### src/design/nacs_pkg.sv
// Package for the NAND address cycle sequencer.
// Holds command codes, the bus cycle slot and request descriptor types, and the
// configuration bundle. It has no dependencies.
`timescale 1ns / 1ps
`default_nettype none

package nacs_pkg;

    localparam int SLOT_COUNT = 7;
    localparam int COUNT_W    = 3;

    localparam logic [7:0] CMD_READ0     = 8'h00;
    localparam logic [7:0] CMD_READOOB   = 8'h50;
    localparam logic [7:0] CMD_READSTART = 8'h30;
    localparam logic [7:0] CMD_ERASE1    = 8'h60;
    localparam logic [7:0] CMD_ERASE2    = 8'hD0;

    localparam logic [7:0] COL_SPARE_HI  = 8'h08;

    localparam logic [1:0] REG_LARGE_PAGE  = 2'd0;
    localparam logic [1:0] REG_ADDR_CYCLES = 2'd1;
    localparam logic [1:0] REG_BLOCK_SHIFT = 2'd2;

    localparam logic       OP_PAGE_ACCESS = 1'b0;
    localparam logic       OP_BLOCK_ERASE = 1'b1;

    typedef struct packed {
        logic       is_cmd;
        logic [7:0] data;
    } slot_t;

    typedef struct packed {
        slot_t [SLOT_COUNT-1:0] slots;
        logic [COUNT_W-1:0]     count;
    } desc_t;

    typedef struct packed {
        logic       large_page;
        logic [2:0] addr_cycles;
        logic [3:0] block_shift;
    } cfg_t;

    typedef struct packed {
        logic full;
        logic empty;
    } q_status_t;

endpackage

`default_nettype wire

### src/design/nacs_front.sv
// Front part of the NAND address cycle sequencer.
// Classifies one request and lays out its bus cycles into a descriptor.
// Depends on nacs_pkg.
`timescale 1ns / 1ps
`default_nettype none

module nacs_front
    import nacs_pkg::*;
(
    input  var cfg_t        cfg,
    input  wire             opcode,
    input  wire [7:0]       command_byte,
    input  wire [31:0]      page_number,
    input  wire [21:0]      block_number,
    input  wire             spare_only,
    output desc_t           desc
);

    logic [31:0]        row;
    logic [7:0]         cmd_eff;
    logic [COUNT_W-1:0] idx;

    always_comb
    begin
        desc = '0;
        idx  = '0;
        if (opcode == OP_BLOCK_ERASE)
        begin
            row = {10'd0, block_number} << cfg.block_shift;
        end
        else
        begin
            row = page_number;
        end
        cmd_eff = command_byte;
        if (!cfg.large_page && spare_only && (command_byte == CMD_READ0))
        begin
            cmd_eff = CMD_READOOB;
        end

        if (opcode == OP_BLOCK_ERASE)
        begin
            desc.slots[idx] = '{is_cmd: 1'b1, data: CMD_ERASE1};
            idx = idx + 3'd1;
        end
        else
        begin
            desc.slots[idx] = '{is_cmd: 1'b1, data: cmd_eff};
            idx = idx + 3'd1;
            desc.slots[idx] = '{is_cmd: 1'b0, data: 8'h00};
            idx = idx + 3'd1;
            if (cfg.large_page)
            begin
                desc.slots[idx] = '{is_cmd: 1'b0, data: (spare_only ? COL_SPARE_HI : 8'h00)};
                idx = idx + 3'd1;
            end
        end

        desc.slots[idx] = '{is_cmd: 1'b0, data: row[7:0]};
        idx = idx + 3'd1;
        desc.slots[idx] = '{is_cmd: 1'b0, data: row[15:8]};
        idx = idx + 3'd1;
        if (cfg.large_page)
        begin
            if (cfg.addr_cycles >= 3'd5)
            begin
                desc.slots[idx] = '{is_cmd: 1'b0, data: row[23:16]};
                idx = idx + 3'd1;
            end
        end
        else
        begin
            if (cfg.addr_cycles >= 3'd4)
            begin
                desc.slots[idx] = '{is_cmd: 1'b0, data: row[23:16]};
                idx = idx + 3'd1;
            end
            if (cfg.addr_cycles >= 3'd5)
            begin
                desc.slots[idx] = '{is_cmd: 1'b0, data: row[31:24]};
                idx = idx + 3'd1;
            end
        end

        if (opcode == OP_BLOCK_ERASE)
        begin
            desc.slots[idx] = '{is_cmd: 1'b1, data: CMD_ERASE2};
            idx = idx + 3'd1;
        end
        else if (cfg.large_page && (command_byte == CMD_READ0))
        begin
            desc.slots[idx] = '{is_cmd: 1'b1, data: CMD_READSTART};
            idx = idx + 3'd1;
        end

        desc.count = idx;
    end

endmodule

`default_nettype wire

### src/design/nacs_queue.sv
// Two-entry descriptor queue between the front and back parts.
// Depends on nacs_pkg.
`timescale 1ns / 1ps
`default_nettype none

module nacs_queue
    import nacs_pkg::*;
(
    input  wire        clk,
    input  wire        rst_n,
    input  wire        push,
    input  var desc_t  push_desc,
    input  wire        pop,
    output desc_t      head,
    output q_status_t  status
);

    desc_t      entries_reg [2];
    logic       wr_ptr_reg;
    logic       wr_ptr_next;
    logic       rd_ptr_reg;
    logic       rd_ptr_next;
    logic [1:0] count_reg;
    logic [1:0] count_next;

    always_comb
    begin
        wr_ptr_next = push ? ~wr_ptr_reg : wr_ptr_reg;
        rd_ptr_next = pop ? ~rd_ptr_reg : rd_ptr_reg;
        count_next  = count_reg + {1'b0, push} - {1'b0, pop};
    end

    always_ff @(posedge clk or negedge rst_n)
    begin
        if (!rst_n)
        begin
            wr_ptr_reg <= 1'b0;
            rd_ptr_reg <= 1'b0;
            count_reg  <= 2'd0;
        end
        else
        begin
            wr_ptr_reg <= wr_ptr_next;
            rd_ptr_reg <= rd_ptr_next;
            count_reg  <= count_next;
        end
    end

    always_ff @(posedge clk)
    begin
        if (push)
        begin
            entries_reg[wr_ptr_reg] <= push_desc;
        end
    end

    assign head         = entries_reg[rd_ptr_reg];
    assign status.full  = (count_reg == 2'd2);
    assign status.empty = (count_reg == 2'd0);

endmodule

`default_nettype wire

### src/design/nacs_back.sv
// Back part of the NAND address cycle sequencer.
// Walks the head descriptor one bus cycle per beat into the output register.
// Depends on nacs_pkg.
`timescale 1ns / 1ps
`default_nettype none

module nacs_back
    import nacs_pkg::*;
(
    input  wire        clk,
    input  wire        rst_n,
    input  var desc_t  head,
    input  wire        q_empty,
    output logic       pop,
    output logic       out_valid,
    input  wire        out_stall,
    output logic       is_command,
    output logic [7:0] bus_byte,
    output logic       last_cycle
);

    logic [COUNT_W-1:0] pos_reg;
    logic [COUNT_W-1:0] pos_next;
    logic               valid_reg;
    logic               valid_next;
    logic               is_cmd_reg;
    logic [7:0]         byte_reg;
    logic               last_reg;
    logic               advance;
    logic               is_last;
    slot_t              cur;

    always_comb
    begin
        advance = !q_empty && (!valid_reg || !out_stall);
        cur     = head.slots[pos_reg];
        is_last = (pos_reg == (head.count - 3'd1));
        pop     = advance && is_last;
        if (advance)
        begin
            pos_next   = is_last ? '0 : pos_reg + 3'd1;
            valid_next = 1'b1;
        end
        else
        begin
            pos_next   = pos_reg;
            valid_next = valid_reg && out_stall;
        end
    end

    always_ff @(posedge clk or negedge rst_n)
    begin
        if (!rst_n)
        begin
            pos_reg   <= '0;
            valid_reg <= 1'b0;
        end
        else
        begin
            pos_reg   <= pos_next;
            valid_reg <= valid_next;
        end
    end

    always_ff @(posedge clk)
    begin
        if (advance)
        begin
            is_cmd_reg <= cur.is_cmd;
            byte_reg   <= cur.data;
            last_reg   <= is_last;
        end
    end

    assign out_valid  = valid_reg;
    assign is_command = is_cmd_reg;
    assign bus_byte   = byte_reg;
    assign last_cycle = last_reg;

endmodule

`default_nettype wire

### src/design/nand_address_cycle_sequencer.sv
// NAND address cycle sequencer: turns page access and block erase requests into beats.
// The first beat of a request passes through the queue, then the output register.
// Beats leave the single output register one per cycle while out_stall is low; a
// request has 4 to 7 beats, and queued requests follow one another without gaps.
// Reset: clears the queue and output valid; config becomes large_page 0,
// addr_cycles 4, block_shift 5. Depends on nacs_pkg and the nacs_* modules.
`timescale 1ns / 1ps
`default_nettype none

module nand_address_cycle_sequencer
    import nacs_pkg::*;
(
    input  wire        clk,
    input  wire        rst_n,
    input  wire        cfg_write,
    input  wire [1:0]  cfg_index,
    input  wire [3:0]  cfg_data,
    input  wire        in_valid,
    output logic       in_stall,
    input  wire        opcode,
    input  wire [7:0]  command_byte,
    input  wire [31:0] page_number,
    input  wire [21:0] block_number,
    input  wire        spare_only,
    output logic       out_valid,
    input  wire        out_stall,
    output logic       is_command,
    output logic [7:0] bus_byte,
    output logic       last_cycle
);

    cfg_t      cfg_reg;
    cfg_t      cfg_next;
    desc_t     front_desc;
    desc_t     head;
    q_status_t q_status;
    logic      q_push;
    logic      q_pop;

    always_comb
    begin
        cfg_next = cfg_reg;
        if (cfg_write)
        begin
            case (cfg_index)
                REG_LARGE_PAGE:  cfg_next.large_page  = cfg_data[0];
                REG_ADDR_CYCLES: cfg_next.addr_cycles = cfg_data[2:0];
                REG_BLOCK_SHIFT: cfg_next.block_shift = cfg_data;
                default:         cfg_next = cfg_reg;
            endcase
        end
    end

    always_ff @(posedge clk or negedge rst_n)
    begin
        if (!rst_n)
        begin
            cfg_reg <= '{large_page: 1'b0, addr_cycles: 3'd4, block_shift: 4'd5};
        end
        else
        begin
            cfg_reg <= cfg_next;
        end
    end

    nacs_front u_front (
        .cfg          (cfg_reg),
        .opcode       (opcode),
        .command_byte (command_byte),
        .page_number  (page_number),
        .block_number (block_number),
        .spare_only   (spare_only),
        .desc         (front_desc)
    );

    assign in_stall = q_status.full;
    assign q_push   = in_valid && !q_status.full;

    nacs_queue u_queue (
        .clk       (clk),
        .rst_n     (rst_n),
        .push      (q_push),
        .push_desc (front_desc),
        .pop       (q_pop),
        .head      (head),
        .status    (q_status)
    );

    nacs_back u_back (
        .clk        (clk),
        .rst_n      (rst_n),
        .head       (head),
        .q_empty    (q_status.empty),
        .pop        (q_pop),
        .out_valid  (out_valid),
        .out_stall  (out_stall),
        .is_command (is_command),
        .bus_byte   (bus_byte),
        .last_cycle (last_cycle)
    );

    a_pop_loads_last: assert property (@(posedge clk) disable iff (!rst_n)
        q_pop |=> (out_valid && last_cycle))
        else $error("Queue pop did not load the final beat of a request.");

    a_no_pop_when_empty: assert property (@(posedge clk) disable iff (!rst_n)
        q_pop |-> !q_status.empty)
        else $error("Queue popped while empty.");

    a_desc_count: assert property (@(posedge clk) disable iff (!rst_n)
        q_push |-> (front_desc.count >= 3'd4))
        else $error("Request laid out with too few bus cycles.");

endmodule

`default_nettype wire
### config.mk
export PLATFORM = sky130hd
export DESIGN_NAME = nand_address_cycle_sequencer
export DESIGN_NICKNAME = d
export VERILOG_FILES = /design/src/design/nacs_pkg.sv /design/src/design/nacs_front.sv /design/src/design/nacs_queue.sv /design/src/design/nacs_back.sv /design/src/design/nand_address_cycle_sequencer.sv
export SDC_FILE = /design/constraint.sdc
export NUM_CORES = 1
export LEC_CHECK = 0
export BUFFER_PORTS_ARGS = -buffer_cell sky130_fd_sc_hd__buf_2
export CELL_PAD_IN_SITES_DETAIL_PLACEMENT = 0
export CELL_PAD_IN_SITES_GLOBAL_PLACEMENT = 1
export CORE_MARGIN = 1
export CORE_UTILIZATION = 51
export DETAILED_ROUTE_END_ITERATION = 8
export PLACE_DENSITY_LB_ADDON = 0.08
export SLEW_MARGIN = 10
export SYNTH_ARGS = -nofsm -noshare
export SYNTH_HDL_FRONTEND = slang
export SYNTH_SLANG_ARGS = --single-unit
### constraint.sdc
create_clock -name clk -period 8.1 [get_ports clk]
set_clock_uncertainty 0.05 [all_clocks]
set_input_delay 0.405 -clock clk [delete_from_list [all_inputs] [get_ports clk]]
set_output_delay 0.405 -clock clk [all_outputs]
set_load 0.02 [all_outputs]
-- Yosys cells after proc, flatten, opt, wreduce, memory -nomap -nowiden
Memory sizes are Yosys's and may differ from the RTL's.
Cells that the tools add are included.
- reduce and logical (&&, ||, !) cells: 24
- shift-type cells: 1
- magnitude comparators: 13
- bitwise gates (word level): 8
- eq/ne operators: 4
- multiplexer cells: 42
- add/subtract/negate cells: 9
- operators by type and width (kind ; count):
    63-bit two-way mux ; 7
    63-bit bitwise mux ; 4
    9-bit demux with 3-bit select ; 5
    9-bit two-way mux ; 6
    42-bit AND ; 1
    42-bit NOT ; 1
    35-bit AND ; 1
    35-bit NOT ; 1
    32-bit two-way mux ; 1
    22-bit by 4-bit << shifter with 32-bit output ; 1
    28-bit OR ; 1
    9-bit binary-select mux with 3-bit select ; 1
    3-bit two-way mux ; 8
    8-bit two-way mux ; 3
    21-bit OR ; 1
    3-bit by 4-bit less-than comparator with 1-bit output, second input constant ; 5
    17-bit two-way mux ; 1
    3-bit by 1-bit adder with 3-bit output, second input constant ; 5
    3-bit by 1-bit greater-or-equal comparator with 1-bit output, second input constant ; 4
    1-bit logical AND ; 12
    8-bit logical NOT ; 1
    3-bit greater-or-equal comparator, second input constant ; 2
    2-bit AND reduction ; 3
    1-bit logical NOT ; 5
    15 further kinds ; 21
- word-level logic and storage cells: 113
- memories kept: 1
- memory bits (writable): 132
- input bits: 75
- output and inout port bits: 12
- register bits: 26
- memory list (memory ; depth ; width ; rd ports ; clocked after Yosys merged registers in ; wr ports ; line ; text):
    u_queue.entries_reg ; 2 ; 66 ; 1 ; 0 ; 1 ; nacs_queue.sv:18 ; desc_t entries_reg [2];

-- Longest topological paths before layout
- depth after elaboration: 18
- gate-level depth with buffers: 14
- mapped depth without buffers: 11

-- By module
Synthesis repeated with hierarchy kept, for this count alone.
- cells, all modules: 709
- area, all modules: 9162.5 um2
- modules (own cells, without submodules) (module ; cells an instance ; area an instance (um2) ; times used ; seq. area each (um2)):
    nacs_queue ; 220 ; 5072.4 ; 1 ; 4063.9
    nacs_front ; 381 ; 2692.6 ; 1 ; 0.0
    nacs_back ; 88 ; 1074.8 ; 1 ; 400.4
    nand_address_cycle_sequencer ; 20 ; 322.8 ; 1 ; 203.9

-- Worst setup path after synthesis
Ideal clock, no wire load.
- path kind: reg2reg
- start point: register u_queue.count_reg[1]
- end point: memory u_queue.entries_reg[0][0] in the netlist's numbering, enable pin
- data arrival time: 3.343 ns
- setup time: 0.490 ns
- path slack: 4.217 ns
- data required time: 7.560 ns
- cell stages (with the launch flop): 4
- path buffers: 0
- clock period less this slack: 3.883 ns
- path through: dfrtp_1 nand2_1 nand2_1 nor2_1
- cells in the longest elaborated chain, start to end: 5
- ends and longest elaborated chain (element ; line ; text):
    from (decl) ; nacs_queue.sv:23 ; logic [1:0] count_reg;
    from (signal assigned) ; nacs_queue.sv:45 ; count_reg <= count_next;
    2-bit equality test ; nacs_queue.sv:58 ; assign status.full = (count_reg == 2'd2);
    1-bit logical NOT ; nand_address_cycle_sequencer.sv:77 ; assign q_push = in_valid && !q_status.full;
    1-bit logical AND ; nand_address_cycle_sequencer.sv:77 ;
    1-bit two-way mux ; nacs_queue.sv:51 ; if (push)
    1-bit two-way mux (implied by the code) ; nacs_queue.sv:53 ; entries_reg[wr_ptr_reg] <= push_desc;
    to (decl) ; nacs_queue.sv:18 ;
No other way between the ends.

-- Worst setup path in the final report
- start point: register u_queue.rd_ptr_reg
- end point: register u_queue.count_reg[1]
- cells in the longest elaborated chain, start to end: 5
- ends and longest elaborated chain (element ; line ; text):
    from (decl) ; nacs_queue.sv:21 ; logic rd_ptr_reg;
    from (signal assigned) ; nacs_queue.sv:44 ; rd_ptr_reg <= rd_ptr_next;
    memory 2 x 66 bit ; - ;
    3-bit by 1-bit subtractor with 3-bit output ; nacs_back.sv:37 ; is_last = (pos_reg == (head.count - 3'd1));
    3-bit equality test ; nacs_back.sv:37 ;
    net u_back.is_last ; nacs_back.sv:30 ; logic is_last;
    1-bit logical AND ; nacs_back.sv:38 ; pop = advance && is_last;
    net q_pop ; nand_address_cycle_sequencer.sv:38 ; logic q_pop;
    2-bit by 1-bit subtractor with 2-bit output ; nacs_queue.sv:30 ; count_next = count_reg + {1'b0, push} - {1'b0, pop};
    net u_queue.count_next[1] ; nacs_queue.sv:24 ; logic [1:0] count_next;
The timed path passes the listed nets, and every way through them passes these cells.
A chain may end at the register's enable or synchronous reset.

==> metrics.cfg <==
[worst_setup_path]
startpoint_type=register
crit_fanout=43
cp_slowest_cell=buf_4
path_buf_inv=2
cp.depth=12
cp_cell_sequence=buf_4 -> mux2i_1 -> ha_1 -> xor2_1 -> xnor2_1 -> nor3_1 -> and2_1 -> ha_1 -> inv_1 -> ha_1 -> xnor2_1 -> xnor2_1
rr_worst_depth=12
critPathArrivalTime_ns=3.67
worst_path_dominant_cell_family=simple AND/OR/NAND/NOR gates
slowest_delay_ns=0.64
criticalPathCategory=register to register
cp-end-kind=register
critPathRequiredTime_ns=8.39
r2r_slack_ns=4.73

[placed_design]
dp.cells=913
hpwlAfterDp_mm=15.4
io_buffers=86
pre_cts_ws_ns=4.72
gp_congestion=0.864

[grt]
grt_usage=0.263
grt_pass1_vias=5845
grt_first_pass_wirelength_mm=33.6
antenna_found_initial=0
grt_max_degree=67
overflow=0

[route]
route.detailed.drc=0
vias=5883
drt-initial-drc-count=438
wl_per_cell_um=23.1
drt-total-wl_mm=21.8
dr.pass1.iters=5
viasPerCell=6.22
ant_nets=0

[cts]
clk_path_buf_depth=2
htree_num_levels=4
clkSinkCount=158
clkLatencyLatePin_ns=0.42
post_cts_buffers=0
clk_pin_slew_ns=0.06
ctsResizeCount=0
cts_tree=built
cts_buffers=17
root_buffer=clkbuf_16

[timing]
rsz0062_at_grt=false
setup_viol=0
slew_violations=0
worst_slew_pin_slew_ns=0.960
finalHoldViolations=0
hold_ws_ns=0.140
setup_slack_ns=4.73
slew_headroom=0.360
min_period_ns=3.37
tns_ns=0
finalCritPeriodShare=0.417
fmax_mhz=296

[synthesis]
ys_warn_count=0
yosys.area.top_type=edfxtp_1
synth_xor_area_frac=0.0124
syn_area_um2=8510
synthCells=645
yosysMostFrequentCell=edfxtp_1
synth_adder_area_share=0.00882
ys_ff_latch=158
synth_cell_type_count=66
seq_area_frac_synth=0.549
synth_top_area_share=0.501
synth_ff_type=edfxtp_1
synth_top_family_by_area=multiplexers
yosys-top-cells-area=edfxtp_1 50%, mux4_2 9.0%, mux2i_1 5.5%
syn_avg_cell_area_um2=13.2
synthMuxAreaShare=0.201
synth-compound-area-share=0.106
ys_top_cells_by_count=142 x edfxtp_1, 62 x nand2_1, 47 x mux2i_1, 34 x mux4_2, 32 x a21oi_1
synthSimpleGateAreaFrac=0.0837
synth_edf_count=142
async_flop_share=0.101

[die]
dieWidth_um=131
placementRows=46
start_util=0.530
core-area_um2=16100
die-height_um=131
io_pins=87
dieArea_um2=17200

[job]
maxCapViolCount=0

[pwr]
p_int_w=0.00218
clockPowerShare=0.257
combPwrFrac=0.346
power_switching_w=0.00110
power_frac_seq=0.397
vdd_drop_max_mv=0.270
swShare=0.336
p_per_area_nw_per_um2=340
p_leak_nw=3.64

[final_layout]
fin_cells=946
largest_reg_flops=132
fin_nets=798
final_layout_size_suffix_gt1_frac=0.271
antenna_cells=0
areaGrowthSynthToFinish_pct=13.5
fillers=1311

[status]
status=finished, final reports clean

[worst_hold_path]
whs_path_depth=3
hold_path_class=primary input to register

==> power groups by stage <==
stage / registers [W] / logic [W] / clock network, W
2_1_floorplan: 0.00130 / 0.000850 / 0
3_3_place_gp: 0.00131 / 0.00112 / 0
3_5_place_dp: 0.00132 / 0.00114 / 0
4_1_cts: 0.00131 / 0.00115 / 0.000855
5_1_grt: 0.00133 / 0.00124 / 0.000889
6_report: 0.00130 / 0.00114 / 0.000846
==> layout make-up <==
cell class                      count  area [um^2]  area share
Inverter                           16         60.1     0.00622
Clock buffer                       20          447      0.0462
Timing Repair Buffer               95          500      0.0518
Clock inverter                     12          186      0.0193
Tap cell                          216          270      0.0280
Sequential cell                   158         4670       0.483
Multi-Input combinational cell    429         3520       0.365
==> cells in the final DEF (no fill, tap or decap), types with 7 or more instances in the layout <==
master / count
dfrtp_1: 12
a21oi_1: 32
nand3_1: 11
nor3_1: 7
a31oi_1: 12
buf_2: 86
nor2_1: 28
mux4_2: 34
inv_1: 15
a21o_1: 7
o21ai_0: 31
nand2_1: 62
xnor2_1: 9
edfxtp_1: 142
buf_4: 8
mux2_2: 22
clkbuf_16: 17
o22ai_1: 21
mux2i_1: 47
and2_1: 8
==> worst register-to-register path, cell delays in order, from the launching register on <==
cell     delay, ns
dfrtp_2       0.34
buf_4         0.64
mux2i_1       0.37
ha_1          0.21
xor2_1        0.18
xnor2_1       0.09
nor3_1        0.47
and2_1        0.25
ha_1          0.24
inv_1         0.06
ha_1          0.14
xnor2_1       0.13
xnor2_1       0.14
==> worst paths after layout <==
| path | startpoint | to |
|---|---|---|
| max reg2reg | u_queue.rd_ptr_reg | u_queue.count_reg[1] |
| min reg2reg | u_back.out_valid | u_back.out_valid |
| max | u_queue.rd_ptr_reg | u_queue.count_reg[1] |
| max in group asynchronous | rst_n | cfg_reg[0] |
| min | out_stall | u_back.out_valid |
| min in group asynchronous | rst_n | u_back.out_valid |
==> per-layer routing <==
metal / up-vias / global-route usage / part of all wire
li1: 2659 / - / -
met1: 2893 / 0.360 / 0.43
met2: 281 / 0.414 / 0.47
met3: 50 / 0.0455 / 0.066
met4: 0 / 0.116 / 0.035
met5: - / 0 / 0
==> what timing repair did <==
item / CTS / global route
setup endpoints to repair: 0 / 0
hold buffers: 1 / 0
hold endpoints to repair: 13 / 0
==> per-stage QoR <==
step | utilization | power [W] | cell area, um^2
global route | 0.601 | 0.00346 | 9660
detailed placement | 0.561 | 0.00246 | 9010
floorplan | - | 0.00215 | 8510
global placement | 0.561 | 0.00243 | 9010
CTS | 0.601 | 0.00331 | 9660
finish | 0.601 | 0.00329 | 9660
==> cell families (layout without fill, tap and decap cells) <==
kind of cell	after synthesis	in the layout
DFF	158	158
and+or+nand+nor	151	151
AOI/OAI and AO/OA	143	143
muxes	113	113
buffers and inverters	60	143
xor gates and xnor gates	12	12
adders and majority gates	6	6
other	2	4
(Power assumes the default switching activity.)
